### src/sur_pkg.sv
// Shared types and constants for the surround upmix router.
// No dependencies; every other file in src imports this package.
package sur_pkg;

   localparam int MAX_DELAY_DEF = 2048;
   localparam int SAMPLE_W      = 16;
   localparam int CH_W          = 4;
   localparam int LAYOUT_W      = 2;
   localparam int DLY_W         = 12;
   localparam int CSR_IDX_W     = 2;
   localparam int CSR_DATA_W    = 12;

   localparam logic [CH_W-1:0]  IN_CHANNELS_RST  = 4'd2;
   localparam logic [DLY_W-1:0] DELAY_FRAMES_RST = 12'd480;

   typedef logic signed [SAMPLE_W-1:0] sample_type;

   typedef enum logic [LAYOUT_W-1:0] {
      LAYOUT_4_0 = 2'd0,
      LAYOUT_5_1 = 2'd1,
      LAYOUT_7_1 = 2'd2
   } layout_type;

   typedef enum logic [CSR_IDX_W-1:0] {
      REG_IN_CHANNELS  = 2'd0,
      REG_OUT_LAYOUT   = 2'd1,
      REG_DELAY_FRAMES = 2'd2
   } reg_index_type;

   typedef struct packed {
      sample_type in_ch0;
      sample_type in_ch1;
      sample_type in_ch2;
      sample_type in_ch3;
      sample_type in_ch4;
      sample_type in_ch5;
      sample_type in_ch6;
      sample_type in_ch7;
   } frame_in_type;

   typedef struct packed {
      sample_type out_fl;
      sample_type out_fr;
      sample_type out_rl;
      sample_type out_rr;
      sample_type out_fc;
      sample_type out_lfe;
      sample_type out_sl;
      sample_type out_sr;
   } frame_out_type;

   typedef struct packed {
      logic [CH_W-1:0]     in_channels;
      logic [LAYOUT_W-1:0] out_layout;
      logic [DLY_W-1:0]    delay_frames;
   } cfg_type;

   typedef struct packed {
      logic       step;
      logic       clear;
      sample_type left;
      sample_type right;
   } ring_ctl_type;

endpackage

### src/sur_map.sv
// Channel mapping of one input frame onto the eight output slots.
// Depends on sur_pkg.
module sur_map (
   input  sur_pkg::frame_in_type  din,
   input  sur_pkg::cfg_type       cfg,
   output sur_pkg::frame_out_type dout,
   output logic                   ring_use
);
   import sur_pkg::*;

   layout_type lay;
   sample_type avg;

   assign avg = (din.in_ch0 >>> 1) + (din.in_ch1 >>> 1);

   always_comb begin
      if (cfg.out_layout == LAYOUT_5_1)      lay = LAYOUT_5_1;
      else if (cfg.out_layout == LAYOUT_7_1) lay = LAYOUT_7_1;
      else                                   lay = LAYOUT_4_0;
   end

   always_comb begin
      dout     = '0;
      ring_use = 1'b0;
      case (cfg.in_channels) inside
         4'd1: begin
            dout.out_fl = din.in_ch0;
            dout.out_fr = din.in_ch0;
            dout.out_rl = din.in_ch0;
            dout.out_rr = din.in_ch0;
            if (lay != LAYOUT_4_0) begin
               dout.out_fc  = din.in_ch0;
               dout.out_lfe = din.in_ch0;
            end
            if (lay == LAYOUT_7_1) begin
               dout.out_sl = din.in_ch0;
               dout.out_sr = din.in_ch0;
            end
         end
         4'd2, 4'd3: begin
            dout.out_fl = din.in_ch0;
            dout.out_fr = din.in_ch1;
            // rear pair comes from the ring unless the delay is zero
            if (cfg.delay_frames == '0) begin
               dout.out_rl = din.in_ch0;
               dout.out_rr = din.in_ch1;
            end else begin
               ring_use = 1'b1;
            end
            if (lay != LAYOUT_4_0) begin
               if (cfg.in_channels == 4'd2) begin
                  dout.out_fc  = avg;
                  dout.out_lfe = avg;
                  if (lay == LAYOUT_7_1) begin
                     dout.out_sl = din.in_ch0;
                     dout.out_sr = din.in_ch1;
                  end
               end else begin
                  dout.out_fc  = din.in_ch0;
                  dout.out_lfe = din.in_ch1;
               end
            end
         end
         [4'd4:4'd8]: begin
            dout.out_fl = din.in_ch0;
            dout.out_fr = din.in_ch1;
            dout.out_rl = din.in_ch2;
            dout.out_rr = din.in_ch3;
            if (lay != LAYOUT_4_0) begin
               if (cfg.in_channels == 4'd4) begin
                  dout.out_fc  = din.in_ch0;
                  dout.out_lfe = din.in_ch1;
               end else if (cfg.in_channels == 4'd5) begin
                  dout.out_fc  = din.in_ch4;
                  dout.out_lfe = din.in_ch4;
               end else begin
                  dout.out_fc  = din.in_ch4;
                  dout.out_lfe = din.in_ch5;
                  if (cfg.in_channels == 4'd8 && lay == LAYOUT_7_1) begin
                     dout.out_sl = din.in_ch6;
                     dout.out_sr = din.in_ch7;
                  end
               end
            end
         end
         default: ;
      endcase
   end

endmodule

### config.mk
export PLATFORM = sky130hd
export DESIGN_NAME = sur_map
export DESIGN_NICKNAME = d
export VERILOG_FILES = /design/src/sur_pkg.sv /design/src/sur_map.sv
export SDC_FILE = /design/constraint.sdc
export NUM_CORES = 1
export LEC_CHECK = 0
export ABC_CLOCK_PERIOD_IN_PS = 5400
export BUFFER_PORTS_ARGS = -buffer_cell sky130_fd_sc_hd__buf_2
export CAP_MARGIN = 20
export CORE_AREA = 2 2 107 109
export DETAILED_ROUTE_END_ITERATION = 12
export DIE_AREA = 0 0 109 111
export PLACE_DENSITY_LB_ADDON = 0.3
export SLEW_MARGIN = 20
export SYNTH_ARGS = -nofsm -noshare
export SYNTH_HDL_FRONTEND = slang
export SYNTH_SLANG_ARGS = --single-unit
### constraint.sdc
create_clock -name vclk -period 5.4
set_clock_uncertainty 0.05 [all_clocks]
set_input_delay 0 -clock vclk [all_inputs]
set_output_delay 0 -clock vclk [all_outputs]
set_load 0.02 [all_outputs]
==> flow_metrics.tcl, run 1 <==
set metrics [dict create \
    status "finished, final reports clean" \
    synthTopCellsByArea "a22o_1, nand2_1, o21ai_0, ha_1, a22oi_1" \
    synth_warnings 0 \
    nets 938 \
    mostFrequentLayoutCell "buf_2" \
    rsz0062_at_grt "false" \
    initial_utilization 0.300 \
    postRouteAntennaNets 0 \
    required_ns 5.35 \
    routed-wl-met2_mm 8.46 \
    p_int_uw 170 \
    met1Wirelength_mm 7.26 \
    drv_slew 0 \
    vias 5346 \
    peakVddDrop_uv 41.6 \
    cap_violations 0 \
    finalCritPeriodShare 0.531 \
    finalCriticalPeriod_ns 2.87 \
    power.switching_uw 290 \
    tns_ns 0 \
    dieHeight_um 111 \
    top_layer_used "met5" \
    p_seq_frac 0 \
    dp_hpwl_mm 14.2 \
    yosysTopAreaCell "a22o_1" \
    drtPass1Iterations 7 \
    switching_share 0.630 \
    cp-end-kind "output pin" \
    setup.worst_path.class "in2out" \
    hold_violations 0 \
    antenna_found_initial 1 \
    route.detailed.drc 0 \
    tightest_slew_ns 1.06 \
    power_frac_clock 0 \
    final_cell_mix "buf_2, nand2_1, o21ai_0, a22o_1, nor2_1" \
    p_leak_uw 0.00251 \
    wirelength_mm 18.1 \
    nClkBuffers 0 \
    dieArea_um2 12100 \
    wl_met3_mm 1.86 \
    fin_ws_ns 2.53 \
    cp.arrival_ns 2.82 \
    core_um2 11100 \
    avgViaCountPerCell 5.84 \
    ys_seq_area_frac 0 \
    wl_per_cell_um 19.7 \
    syn_avg_cell_area_um2 6.03 \
    grt_max_degree 43 \
    yosys.area.top_type_share 0.119 \
    grt_pass1_vias 4819 \
    diodes 0 \
    p_per_area_nw_per_um2 98.4 \
    setup_violations 0 \
    drive_gt1_frac 0.383 \
    yosysUniqueCellTypes 62 \
    area_growth_pct 40.9 \
    netlist_instances 550 \
    dr.first_iter.drc_count 452 \
    syn_area_um2 3320 \
    routabilityCongestion 0.952 \
    pin_count 275 \
    final-seq-area_um2 0 \
    nFlopsAndLatches 0 \
    dpl_worst_slack_ns 2.44 \
    io_buffers 275 \
    crit_path_start_kind "input port" \
    overflow 0 \
    die_x_um 109 \
    syn-num-nets 713 \
    cts_setup_buffers 0 \
    rows 39 \
    grt_pass1_wl_mm 26.6 \
    combPwrFrac 1.000 \
    track_usage 0.276 \
    cts-resized-gates 0 \
    cp_max_fo 42 \
    fmax_mhz 349 \
    max_slew_margin 0.285 \
    cts_hold_buffers 0 \
    hold_path_class "in2out" \
]
==> critical path, stage by stage <==
cell and delay [ns]:
buf_2 0.21, nor2_1 0.15, nand2_2 0.16, nor2_4 0.79, and2_1 0.61, a21o_1 0.50, a22o_1 0.22, buf_2 0.17
==> Yosys cell counts (3+ instances only) <==
library cell and n:
a31oi_1 7, a221o_1 3, o22ai_1 8, a32o_1 4
o221ai_1 3, a222oi_1 16, buf_2 19, and3_1 4
nor2_1 36, a22oi_1 22, nor4_1 6, nand2_1 79
a21o_1 6, clkbuf_1 34, o21ai_1 6, ha_1 16
o21a_1 5, a22o_1 45, nor2b_1 7, a21boi_0 6
xor2_1 3, nand3_1 13, and2_1 21, inv_1 27
nor3_1 12, o21ai_0 51, nand2b_1 5, a21oi_1 32
o211ai_1 9, xnor2_1 7
==> power by group through the flow <==
stage          Clock, uW  Combinational [uW]  Sequential, uW
2_1_floorplan          0                 279               0
3_3_place_gp           0                 452               0
3_5_place_dp           0                 452               0
4_1_cts                0                 454               0
5_1_grt                0                 497               0
6_report               0                 460               0
==> kinds of logic after synthesis <==
kind of cell | count (synthesis) | share of synthesized area
adder cells (fa/ha/maj) | 17 | 0.0664
AND/OR/NAND/NOR | 194 | 0.273
XOR/XNOR | 10 | 0.0264
buffers and inverters | 85 | 0.104
AO/OA/AOI/OAI | 243 | 0.527
multiplexers | 1 | 0.00339
==> layout make-up <==
cell class         instances  area [um2]
fillers                 1262        6400
multi-input cells        465        2980
repair buffers           279        1410
well taps                143         179
inverters                 29         109
==> path summary, 6_finish.rpt <==
check                 startpoint       end  slack (ns)  depth (start not counted)
worst max-delay path     cfg[17]  dout[31]        2.53                          8
worst min-delay path     din[18]  dout[18]        0.28                          3
==> metal layers <==
layer | global-route usage | vias up
met1 | 0.360 | 2444
met3 | 0.0482 | 42
met5 | 0 | -
met2 | 0.462 | 335
li1 | - | 2523
met4 | 0.0744 | 2
==> metrics by stage <==
step	hold WS (ns)	area [um2]	cells	utilization	total power, uW
floorplan	0.116	3320	550	-	279
global placement	0.283	4660	914	0.420	452
detailed placement	0.285	4660	914	0.420	452
CTS	0.285	4660	914	0.420	454
global route	0.300	4680	916	0.422	497
finish	0.285	4680	916	0.422	460
No activity file was read; power rests on OpenSTA's default activity.
==> run 2, diff against run 1 <==
--- a/config.mk
+++ b/config.mk
@@ -5,7 +5,7 @@
 export SDC_FILE = /design/constraint.sdc
 export NUM_CORES = 1
 export LEC_CHECK = 0
-export ABC_CLOCK_PERIOD_IN_PS = 5400
+export ABC_CLOCK_PERIOD_IN_PS = 2500
 export BUFFER_PORTS_ARGS = -buffer_cell sky130_fd_sc_hd__buf_2
 export CAP_MARGIN = 20
 export CORE_AREA = 2 2 107 109
==> constraint.sdc (replaced) <==
create_clock -name vclk -period 2.5
set_clock_uncertainty 0.05 [all_clocks]
set_input_delay 0 -clock vclk [all_inputs]
set_output_delay 0 -clock vclk [all_outputs]
set_load 0.02 [all_outputs]
==> flow_metrics.tcl, run 2 (same netlist as run 1, synthesis figures left out) <==
set metrics [dict create \
    avgViaCountPerCell 5.82 \
    cp_max_fo 5 \
    mostFrequentLayoutCell "buf_2" \
    rsz0062_at_grt "false" \
    n_fill_cell 1205 \
    grt_pass1_wl_mm 27.3 \
    nFlopsAndLatches 0 \
    status "finished, final reports clean" \
    area_growth_pct 47.1 \
    cts-resized-gates 0 \
    combPwrFrac 1.000 \
    grt_busiest_layer "met2" \
    dp_hpwl_mm 14.8 \
    wl_per_cell_um 19.5 \
    power_frac_clock 0 \
    initial_utilization 0.300 \
    slowest_stage "fa_1" \
    p_leak_uw 0.00265 \
    fin_ws_ns 0.247 \
    final-seq-area_um2 0 \
    peakVddDrop_uv 92.9 \
    hold_violations 0 \
    p_per_area_nw_per_um2 210 \
    setup.worst_path.class "in2out" \
    tns_ns 0 \
    io_buffers 275 \
    route.detailed.drc 0 \
    postRouteAntennaNets 0 \
    finalCriticalPeriod_ns 2.25 \
    track_usage 0.282 \
    cp_common_cell "buf_2" \
    dr.first_iter.drc_count 693 \
    met3_usage 0.0353 \
    cp_num_buf_inv 3 \
    cap_violations 0 \
    drive_gt1_frac 0.403 \
    p_seq_frac 0 \
    final_cell_mix "buf_2, nand2_1, o21ai_0, a22o_1, nor2_1" \
    totalPowerFinal_uw 1020 \
    max_slew_margin 0.544 \
    p_int_uw 392 \
    fmax_mhz 444 \
    drv_slew 0 \
    routabilityCongestion 1.01 \
    vias 5491 \
    crit_chain "buf_2 -> ha_1 -> inv_1 -> fa_1 -> nor2b_1 -> o21bai_2 -> a21oi_2 -> o41ai_2 -> xor2_1 -> a21o_1 -> a21oi_1 -> buf_2" \
    diodes 0 \
    crit_path_start_kind "input port" \
    core_um2 11100 \
    cp.arrival_ns 2.20 \
    whs_endpoint "dout[16]" \
    hold_path_depth 3 \
    drtPass1Iterations 6 \
    hp-start "din[16]" \
    hold_slack_ns 0.285 \
    antenna_found_initial 0 \
    dpl_worst_slack_ns 0.278 \
    rows 39 \
    slowest_delay_ns 0.39 \
    setup_violations 0 \
    nClkBuffers 0 \
    wirelength_mm 18.4 \
    grt_max_degree 33 \
    pin_count 275 \
    hold_path_class "in2out" \
    met2_usage 0.473 \
    nets 965 \
    cts_setup_buffers 0 \
    place_area_um2 4880 \
    finalCritPeriodShare 0.901 \
    dieArea_um2 12100 \
    required_ns 2.45 \
    cp-end-kind "output pin" \
    tightest_slew_ns 0.685 \
    worstSetupStartpoint "din[97]" \
    grtUsageMet1 0.373 \
    dieHeight_um 111 \
    overflow 0 \
    crit_family "compound AO/OA/AOI/OAI gates" \
    power.switching_uw 631 \
    die_x_um 109 \
    switching_share 0.617 \
    grt_pass1_vias 4937 \
    final_cell_area_um2 4880 \
    cts_hold_buffers 0 \
]
## run 2: cell types whose count changed in the layout (fill, tap and decap cells not counted), sizes merged
cell | before | now
clkbuf | 1 | 0
buf | 278 | 306
## run 2: final cells by class
| type | instances | area [um2] | share of cell area |
|---|---|---|---|
| multi-input combinational | 465 | 2980 | 0.611 |
| timing repair buffer | 306 | 1610 | 0.330 |
| tap | 143 | 179 | 0.0367 |
| inverter | 29 | 109 | 0.0223 |
## run 2: worst max-delay path by stage
stage,end,slack (ns),depth (start not counted)
floorplan,dout[56],0.37,10
detailed placement,dout[46],0.28,10
CTS,dout[44],0.27,12
global route,dout[55],0.1,11
global placement,dout[46],0.29,10
finish,dout[44],0.25,12
## run 2: power groups by stage
stage          combinational [uW]  clock (uW)  sequential (uW)
6_report                     1020           0                0
3_5_place_dp                 1010           0                0
5_1_grt                      1110           0                0
4_1_cts                      1010           0                0
2_1_floorplan                 602           0                0
3_3_place_gp                 1010           0                0
## run 2: metrics by stage
step | std cells | utilization
4_1_cts | 943 | 0.441
5_1_grt | 943 | 0.441
3_3_place_gp | 943 | 0.440
2_1_floorplan | 550 | -
6_report | 943 | 0.441
3_5_place_dp | 943 | 0.441
## run 2: worst min-delay path, cell delays in order
cell    delay (ns)
buf_2         0.08
a22o_1        0.11
buf_2         0.15
## run 2: metal layers
layer	share of wire	wire [um]	vias up
li1	-	-	2573
met1	0.42	7630	2533
met2	0.46	8450	334
met3	0.092	1700	51
met4	0.033	598	0
met5	0	0	-
