## src/sur_pkg.sv

```systemverilog
// Shared types and constants for the surround upmix router.
// No dependencies; every other file in src imports this package.
package sur_pkg;

   localparam int MAX_DELAY_DEF = 2048;
   localparam int SAMPLE_W      = 16;
   localparam int CH_W          = 4;
   localparam int LAYOUT_W      = 2;
   localparam int DLY_W         = 12;
   localparam int CSR_IDX_W     = 2;
   localparam int CSR_DATA_W    = 12;

   localparam logic [CH_W-1:0]  IN_CHANNELS_RST  = 4'd2;
   localparam logic [DLY_W-1:0] DELAY_FRAMES_RST = 12'd480;

   typedef logic signed [SAMPLE_W-1:0] sample_type;

   typedef enum logic [LAYOUT_W-1:0] {
      LAYOUT_4_0 = 2'd0,
      LAYOUT_5_1 = 2'd1,
      LAYOUT_7_1 = 2'd2
   } layout_type;

   typedef enum logic [CSR_IDX_W-1:0] {
      REG_IN_CHANNELS  = 2'd0,
      REG_OUT_LAYOUT   = 2'd1,
      REG_DELAY_FRAMES = 2'd2
   } reg_index_type;

   typedef struct packed {
      sample_type in_ch0;
      sample_type in_ch1;
      sample_type in_ch2;
      sample_type in_ch3;
      sample_type in_ch4;
      sample_type in_ch5;
      sample_type in_ch6;
      sample_type in_ch7;
   } frame_in_type;

   typedef struct packed {
      sample_type out_fl;
      sample_type out_fr;
      sample_type out_rl;
      sample_type out_rr;
      sample_type out_fc;
      sample_type out_lfe;
      sample_type out_sl;
      sample_type out_sr;
   } frame_out_type;

   typedef struct packed {
      logic [CH_W-1:0]     in_channels;
      logic [LAYOUT_W-1:0] out_layout;
      logic [DLY_W-1:0]    delay_frames;
   } cfg_type;

   typedef struct packed {
      logic       step;
      logic       clear;
      sample_type left;
      sample_type right;
   } ring_ctl_type;

endpackage

```

## src/sur_csr_if.sv

```systemverilog
// Register write channel: index and data per handshake.
// Depends on sur_pkg.
interface sur_csr_if;
   import sur_pkg::*;
   logic                  valid;
   logic                  ready;
   logic [CSR_IDX_W-1:0]  index;
   logic [CSR_DATA_W-1:0] data;
   modport source (output valid, output index, output data, input ready);
   modport sink   (input valid, input index, input data, output ready);
endinterface

```

## src/sur_csr.sv

```systemverilog
// Configuration registers of the surround upmix router.
// Depends on sur_pkg and sur_csr_if.
module sur_csr (
   input  logic            clock,
   input  logic            reset,
   sur_csr_if.sink         csr_ch,
   output sur_pkg::cfg_type cfg,
   output logic            ring_clear
);
   import sur_pkg::*;

   cfg_type cfg_ff, cfg_in;
   logic    wr;

   assign csr_ch.ready = 1'b1;
   assign wr  = csr_ch.valid;
   assign cfg = cfg_ff;

   always_comb begin
      cfg_in     = cfg_ff;
      ring_clear = 1'b0;
      if (wr) begin
         unique case (csr_ch.index)
            REG_IN_CHANNELS:  cfg_in.in_channels = csr_ch.data[CH_W-1:0];
            REG_OUT_LAYOUT:   cfg_in.out_layout  = csr_ch.data[LAYOUT_W-1:0];
            REG_DELAY_FRAMES: begin
               cfg_in.delay_frames = csr_ch.data[DLY_W-1:0];
               ring_clear          = 1'b1;
            end
            default: ;
         endcase
      end
   end

   always_ff @(posedge clock) begin
      if (reset) begin
         cfg_ff.in_channels  <= IN_CHANNELS_RST;
         cfg_ff.out_layout   <= LAYOUT_5_1;
         cfg_ff.delay_frames <= DELAY_FRAMES_RST;
      end else begin
         cfg_ff <= cfg_in;
      end
   end

endmodule

```

## src/flat_wrapper.sv

```systemverilog
// flat-port wrapper written by rule: the top's interface ports become plain ports
module sur_csr_flat import sur_pkg::*;
  (clock, reset, cfg, ring_clear, csr_ch_valid, csr_ch_index, csr_ch_data, csr_ch_ready);
  sur_csr_if csr_ch_i ();
  input  logic clock;
  input  logic reset;
  output sur_pkg::cfg_type cfg;
  output logic ring_clear;
  input wire logic [$bits(csr_ch_i.valid)-1:0] csr_ch_valid;
  input wire logic [$bits(csr_ch_i.index)-1:0] csr_ch_index;
  input wire logic [$bits(csr_ch_i.data)-1:0] csr_ch_data;
  output wire logic [$bits(csr_ch_i.ready)-1:0] csr_ch_ready;
  assign csr_ch_i.valid = csr_ch_valid;
  assign csr_ch_i.index = csr_ch_index;
  assign csr_ch_i.data = csr_ch_data;
  assign csr_ch_ready = csr_ch_i.ready;
  sur_csr u_core (.clock(clock), .reset(reset), .csr_ch(csr_ch_i), .cfg(cfg), .ring_clear(ring_clear));
endmodule
```

## config.mk

```make
export PLATFORM = sky130hd
export DESIGN_NAME = sur_csr_flat
export DESIGN_NICKNAME = d
export VERILOG_FILES = /design/src/sur_pkg.sv /design/src/sur_csr_if.sv /design/src/sur_csr.sv /design/src/flat_wrapper.sv
export SDC_FILE = /design/constraint.sdc
export NUM_CORES = 1
export LEC_CHECK = 0
export ABC_CLOCK_PERIOD_IN_PS = 2700
export BUFFER_PORTS_ARGS = -buffer_cell sky130_fd_sc_hd__buf_2
export CAP_MARGIN = 10
export CORE_MARGIN = 2
export CORE_UTILIZATION = 48
export DETAILED_ROUTE_END_ITERATION = 6
export GPL_ROUTABILITY_DRIVEN = 0
export HOLD_SLACK_MARGIN = 0.06
export PLACE_DENSITY_LB_ADDON = 0.1
export SYNTH_ARGS = -nofsm -noshare
export SYNTH_HDL_FRONTEND = slang
export SYNTH_SLANG_ARGS = --single-unit
```

## constraint.sdc

```tcl
create_clock -name clock -period 2.7 [get_ports clock]
set_clock_uncertainty 0.2 [all_clocks]
set_input_delay 0.27 -clock clock [delete_from_list [all_inputs] [get_ports clock]]
set_output_delay 0.27 -clock clock [all_outputs]
set_load 0.01 [all_outputs]
```

==> results of run 1 <==
[worst max-delay path, cell delays in order]
cell and delay, ns:
buf_2 0.11, and3b_2 0.49, buf_2 0.21
[final cells by class]
| cell class | count | area [µm²] | area share |
|---|---|---|---|
| Sequential cell | 18 | 360 | 0.338 |
| Clock buffer | 4 | 36.3 | 0.0341 |
| Timing Repair Buffer | 44 | 265 | 0.249 |
| Tap cell | 16 | 20.0 | 0.0188 |
| Multi-Input combinational cell | 54 | 383 | 0.360 |
[synth_stat cells]
| cell type | number | area (µm²) |
|---|---|---|
| buf_4 | 1 | 7.51 |
| mux2i_1 | 18 | 180 |
| buf_6 | 3 | 33.8 |
| nor2_1 | 12 | 45.0 |
| clkbuf_1 | 3 | 11.3 |
| nand2b_1 | 20 | 125 |
| and3b_2 | 2 | 20.0 |
| dfxtp_1 | 18 | 360 |
| conb_1 | 1 | 3.75 |
| or3b_1 | 1 | 8.76 |
[through the flow]
step	instance area, µm²	utilization	setup slack, ns	total power, µW
after detailed placement	938	0.616	1.15	347
final	1060	0.699	1.15	508
after floorplan	796	-	1.49	325
after global routing	1060	0.699	1.11	536
after CTS	1060	0.699	1.14	515
after global placement	938	0.616	1.16	345
[power breakdown]
| group | switching [µW] | leakage, µW | internal [µW] | total [µW] |
|---|---|---|---|---|
| clock network | 75.6 | 0.0000210 | 81.9 | 158 |
| logic | 32.0 | 0.000331 | 39.5 | 71.5 |
| registers | 4.40 | 0.000147 | 275 | 279 |
[cell families after synthesis]
logic type / share of synthesized area
buf+inv: 0.0660
simple gates: 0.250
flops: 0.453
other cells: 0.00471
mux: 0.226
[metal layers]
metal	up-vias	global-route usage	share of wire
met5	-	0	0
met4	0	0.0364	0
met3	0	0.0400	0.061
met2	21	0.333	0.50
met1	297	0.197	0.44
li1	335	-	-
[path summary, 6_finish.rpt]
| check | end | slack (ns) |
|---|---|---|
| setup / recovery | ring_clear | 1.15 |
| hold reg to reg | u_core.cfg[3] | 0.28 |
| hold / removal | u_core.cfg[17] | 0.07 |
| setup reg to reg | u_core.cfg[7] | 1.88 |
==> flow_summary.ini, run 1 <==
[cells_and_area]
antenna_cells = 0
final_net_count = 138
fin_cells = 136
final_cell_mix = buf_2, nand2b_1, mux2i_1, dfxtp_1, nor2_1
fillCellCount = 131
final_common_cell = buf_2
syn_to_final_growth_pct = 33.8
drive_gt1_frac = 0.342
largest_reg_flops = 18

[routing]
post-route-drc-count = 0
vias = 653
dr.first_iter.drc_count = 7
vias_per_cell = 4.80
antenna_left = 0
first_pass_iters = 4
post_drt_wl_per_cell_um = 11.5
drt_wl_total_um = 1570

[worst_setup_path]
path_class = in2out
crit_path_end_kind = output port
reg2reg_depth = 2
cp-start-kind = input pin
arrival_ns = 1.08
crit_fanout = 13
crit_required_ns = 2.23
r2r_start = u_core.cfg[7]
cp-startpoint = csr_ch_index[0]

[synthesis]
synthDistinctLibCells = 10
syn-instance-count = 79
yosys_register_bits = 18
syn-num-nets = 96
avgSynthCellArea_um2 = 10.1
synth_area_um2 = 796
yosysWarnings = 0
yosysSeqAreaShare = 0.453

[pwr]
leakagePower_uw = 0.000499
p_per_area_mw_per_mm2 = 477
ir_drop_mv = 0.367

[clock_tree]
cts_resized = 0
clk_latency_ns = 0.28
numCtsBuffers = 3
clock_path_buffers = 2
post_cts_buffers = 0
cts-htree-levels = 1
cts.sinks = 18
clk_pin_slew_worst_paths_ns = 0.10
cts_tree = built
cts-root-buf = clkbuf_4
cts_hold_buf = 9

[sta]
clock.fmax_mhz = 644
hold_ws_ns = 0.0730
min_period_ns = 1.55
hold_viol = 0
setup_viol = 0
fin_crit_sh = 0.575
slew_viol_final = 0
rsz0062_at_grt = false
setup_tns_ns = 0

[die]
die_w_um = 44.7
ios = 37
initial_core_util = 0.522
die_area_mm2 = 0.00200
core-area_mm2 = 0.00152
row_count = 14
die_h_um = 44.7

[job]
drv_cap = 0

[global_route]
grt_usage = 0.176
grt_pass1_vias = 626
antenna_found_initial = 0
grt_max_degree = 33
grt_overflow = 0
grt_first_pass_wirelength_um = 2570

[worst_hold_path]
hp-class = in2reg
whs_path_depth = 3
hp-start = csr_ch_data[3]

[run_status]
status = complete, no violations

[place]
dp.cells = 123
io_buffers = 35
(Power assumes the default switching activity.)
==> run 2: changes to the inputs <==
- ABC_AREA: not set -> 1
- ABC_CLOCK_PERIOD_IN_PS: 2700 -> 1500
- CORE_UTILIZATION: 48 -> 43
- clock period: 2.7 -> 1.5 ns (I/O delays scaled with it)
==> run 2 against run 1 <==
Die area is 3.4% higher. Largest power group unchanged. Wire length is 19% higher. Clock power is 82% higher. Critical path depth is 2 higher. Critical endpoint is now u_core.cfg[5]. Synthesized cell count is 41% higher. Hold slack worse by 0.028 ns.
==> flow_summary.ini, run 2 <==
[run_status]
status = complete, no violations

[pwr]
leakagePower_uw = 0.000646
p_per_area_mw_per_mm2 = 852
ir_drop_mv = 0.665

[sta]
hold_viol = 0
relSlewSlack = 0.670
clock.fmax_mhz = 674
fin_crit_sh = 0.990
min_period_ns = 1.48
setup_tns_ns = 0
hold_ws_ns = 0.0446
setup_viol = 0
fin_ws_ns = 0.0156
tightest_slew_ns = 0.492
slew_viol_final = 0
rsz0062_at_grt = false

[synthesis]
synthDistinctLibCells = 11
async_flop_share = 0
syn-num-nets = 128
ys.flop_type = dfxtp_1
synth_top_area_frac = 0.487
synth.area.top_cells = dfxtp_1, nand2_1, nor2_1, nand3_1, inv_1
synth-edff-count = 0
yosys_register_bits = 18
synth_area_um2 = 739
syn-instance-count = 111
yosysWarnings = 0
synth_commonest_cells = nand2_1, nor2_1, dfxtp_1
yosysMostFrequentCell = nand2_1
avgSynthCellArea_um2 = 6.66
yosysTopAreaCell = dfxtp_1
yosysSeqAreaShare = 0.487

[place]
io_buffers = 35
pre_cts_slack_ns = 0.265
hpwl_um = 1110

[routing]
drt_wl_total_um = 1860
dr.first_iter.drc_count = 7
first_pass_iters = 4
post-route-drc-count = 0
vias_per_cell = 4.63
post_drt_wl_per_cell_um = 10.2
antenna_left = 0
vias = 842

[cells_and_area]
final_common_cell = buf_2
drive_gt1_frac = 0.247
final_net_count = 184
final_cell_mix = buf_2, nand2_1, nor2_1
antenna_cells = 0
largest_reg_flops = 18
syn_to_final_growth_pct = 55.7
fin_util = 0.738

[die]
core-area_mm2 = 0.00156
ios = 37
die_h_um = 45.5
initial_core_util = 0.474
die_w_um = 45.5
row_count = 14
die_area_mm2 = 0.00207

[worst_setup_path]
path_class = in2reg
endpoint = u_core.cfg[5]
slowest_delay_ns = 0.54
worstPathCellList = dlygate4sd3_1, buf_2, nand2_1, dlygate4sd3_1, nand3_1
critical_path.most_common_cell = dlygate4sd3_1
crit_path_end_kind = flop
reg2reg_depth = 4
cp_top_family = buffers and inverters
r2r_end = u_core.cfg[1]
crit_required_ns = 1.47
path_buf_inv = 3
cp-startpoint = csr_ch_data[5]
path_depth = 5
rrSetupSlack_ns = 0.66
cp-start-kind = input pin
cp_slowest_cell = dlygate4sd3_1
r2r_start = u_core.cfg[1]
crit_fanout = 1
arrival_ns = 1.45

[clock_tree]
clk_latency_ns = 0.28
clk_pin_slew_worst_paths_ns = 0.10
cts_tree = built
post_cts_buffers = 0
cts-root-buf = clkbuf_4
clock_path_buffers = 2
cts-htree-levels = 1
cts.sinks = 18
numCtsBuffers = 3

[global_route]
grt_overflow = 0
grt_first_pass_wirelength_um = 3060
grt_max_degree = 19
grt_usage = 0.204
grt_pass1_vias = 752
antenna_found_initial = 0

[job]
drv_cap = 0

[worst_hold_path]
hp-class = in2reg
[run 2: cell types whose count changed after synthesis, sizes merged, moves of 11 or more]
cell / previous run / this run
nand2b: 20 / 0
nor2: 12 / 23
mux2i: 18 / 0
inv: 0 / 14
nand2: 0 / 33
nand3: 0 / 12
[run 2: report_power, final]
part           switching (µW)  internal, µW
combinational            89.3          88.9
sequential               11.6           503
clock                     141           148
total                     241           739
[run 2: stage by stage]
step / instance area, µm² / cells / total power, µW
after floorplan: 739 / 111 / 604
after global placement: 922 / 159 / 661
after detailed placement: 922 / 159 / 663
after CTS: 1170 / 184 / 989
after global routing: 1150 / 182 / 1030
final: 1150 / 182 / 981
[run 2: logic make-up (layout without fill, tap and decap cells)]
logic type | after synthesis | in the layout | share of synthesized area
AND/OR/NAND/NOR | 69 | 69 | 0.374
other | 1 | 1 | 0.00507
AO/OA/AOI/OAI | 3 | 3 | 0.0203
flip-flops | 18 | 18 | 0.487
buffers and inverters | 20 | 75 | 0.113
[run 2: what timing repair did]
item                       CTS  global route
hold endpoints to repair    18             0
hold buffers                21             0
gates resized for setup      0             1
setup endpoints to repair    0             3
[run 2: area by class of cell]
cell class,count,area [µm²]
clock buffer,4,36.3
inverter,15,56.3
tap,16,20.0
multi-input combinational,73,295
fill,132,408
sequential,18,360
timing repair buffer,56,383
[run 2: tightest hold or removal path: cells and delay by family]
family	cells	cell delay (ns)
simple gates	3	0.22
buf+inv	1	0.11
[run 2: worst min path at each step]
stage	cells past startpoint	slack, ns	endpoint	start
after CTS	5	0.09	u_core.cfg[15]	csr_ch_index[0]
after global routing	4	0.1	u_core.cfg[8]	csr_ch_index[0]
after detailed placement	3	0.15	u_core.cfg[8]	csr_ch_data[8]
final	4	0.04	u_core.cfg[7]	csr_ch_index[0]
after global placement	3	0.15	u_core.cfg[6]	csr_ch_data[6]
after floorplan	2	0.06	u_core.cfg[5]	csr_ch_data[5]
[run 2: metal layers]
metal | vias up | track usage | wire (µm)
li1 | 439 | - | -
met1 | 371 | 0.235 | 810
met2 | 30 | 0.352 | 933
met3 | 2 | 0.0357 | 108
met4 | 0 | 0.112 | 9
met5 | - | 0 | 0
==> run 3: changes to the inputs <==
- PLACE_DENSITY: not set -> 0.81
- PLACE_DENSITY_LB_ADDON: 0.1 -> not set
==> run 3 against run 2 <==
Highest routed layer unchanged. The flow now finishes with violations (negative setup slack). Sequential power about the same. Via count shrank 0.48%. Critical endpoint is now u_core.cfg[8]. Die area unchanged.
==> flow_summary.ini, run 3 (synthesis gave the netlist of run 2 again) <==
[die]
die_h_um = 45.5
core-area_mm2 = 0.00156
row_count = 14
ios = 37
die_w_um = 45.5
die_area_mm2 = 0.00207
initial_core_util = 0.474

[worst_setup_path]
crit_path_end_kind = flop
critical_path.most_common_cell = dlygate4sd3_1
worstPathCellList = dlygate4sd3_1, buf_2, nand2_1, dlygate4sd3_1, nand3_1
crit_required_ns = 1.48
path_class = in2reg
slowest_delay_ns = 0.55
arrival_ns = 1.48
r2r_start = u_core.cfg[3]
crit_fanout = 1
cp-startpoint = csr_ch_data[8]
cp-start-kind = input pin
cp_slowest_cell = dlygate4sd3_1

[routing]
post-route-drc-count = 0
post_drt_wl_per_cell_um = 10.2
vias_per_cell = 4.66
drt_wl_total_um = 1840
vias = 838
first_pass_iters = 4
antenna_left = 0
dr.first_iter.drc_count = 18

[worst_hold_path]
hp-start = csr_ch_index[0]
hp-class = in2reg

[global_route]
antenna_found_initial = 0
grt_first_pass_wirelength_um = 2860
grt_pass1_vias = 727
grt_max_degree = 19
grt_usage = 0.197
grt_overflow = 0

[place]
io_buffers = 35
pre_cts_slack_ns = 0.280
hpwl_um = 1180

[sta]
hold_viol = 0
fin_crit_sh = 1.00
min_period_ns = 1.50
setup_viol = 1
clock.fmax_mhz = 666
rsz0062_at_grt = false
slew_viol_final = 0
fin_ws_ns = -0.00245

[clock_tree]
clk_pin_slew_worst_paths_ns = 0.10
cts_tree = built
numCtsBuffers = 3
clk_latency_ns = 0.29
cts-root-buf = clkbuf_4
cts.sinks = 18
cts-htree-levels = 1
cts_resized = 0
clock_path_buffers = 2

[run_status]
violations = negative setup slack
status = complete, but fails checks

[cells_and_area]
largest_reg_flops = 18
final_cell_mix = buf_2, nand2_1, nor2_1
drive_gt1_frac = 0.250
antenna_cells = 0
syn_to_final_growth_pct = 52.6
final_common_cell = buf_2
final_net_count = 182

[job]
drv_cap = 0

[pwr]
finalPower_uw = 984
leakagePower_uw = 0.000631
ir_drop_mv = 0.607
p_per_area_mw_per_mm2 = 872
==> run 3: final cells by class <==
cell class / count / area (µm²)
Fill cell: 136 / 430
Sequential cell: 18 / 360
Timing Repair Buffer: 54 / 360
Multi-Input combinational cell: 73 / 295
Inverter: 15 / 56.3
Clock buffer: 4 / 36.3
Tap cell: 16 / 20.0
==> run 3: timing repair <==
| action | CTS | global route |
|---|---|---|
| setup endpoints to repair | 0 | 3 |
| hold endpoints to repair | 18 | 0 |
| buffers inserted | 0 | 0 |
| hold buffers | 20 | 0 |
==> run 3: worst paths after layout <==
path	end	slack, ns	cells after the start
min	u_core.cfg[5]	0.04	4
min reg2reg	u_core.cfg[15]	0.27	2
max reg2reg	u_core.cfg[3]	0.67	4
max	u_core.cfg[8]	-0.002	5
==> run 3: report_power, final <==
group,total [µW],internal [µW],switching [µW]
Sequential,514,503,11.5
Clock,295,148,148
Combinational,175,85.8,88.7
==> run 3: stage by stage <==
| step | instance area [µm²] | util | hold slack [ns] | std cells | TNS [ns] |
|---|---|---|---|---|---|
| finish | 1130 | 0.724 | 0.0424 | 180 | -0.00245 |
| detailed placement | 922 | 0.591 | 0.163 | 159 | 0 |
| floorplan | 739 | - | 0.0632 | 111 | 0 |
| global route | 1130 | 0.724 | 0.0923 | 180 | 0 |
| global placement | 922 | 0.591 | 0.148 | 159 | 0 |
| CTS | 1160 | 0.743 | 0.0902 | 183 | 0 |
==> run 3: worst max-delay path, delay by kind of cell <==
family | cells | cell delay, ns
buf+inv | 3 | 1.21
simple gates | 2 | 0.11
==> run 3: per-layer routing <==
layer  GRT usage  wire, µm  vias to the layer above
met3      0.0397       138                        2
li1            -         -                      435
met1       0.217       760                      363
met2       0.358       923                       38
met4      0.0882        19                        0
met5           0         0                        -
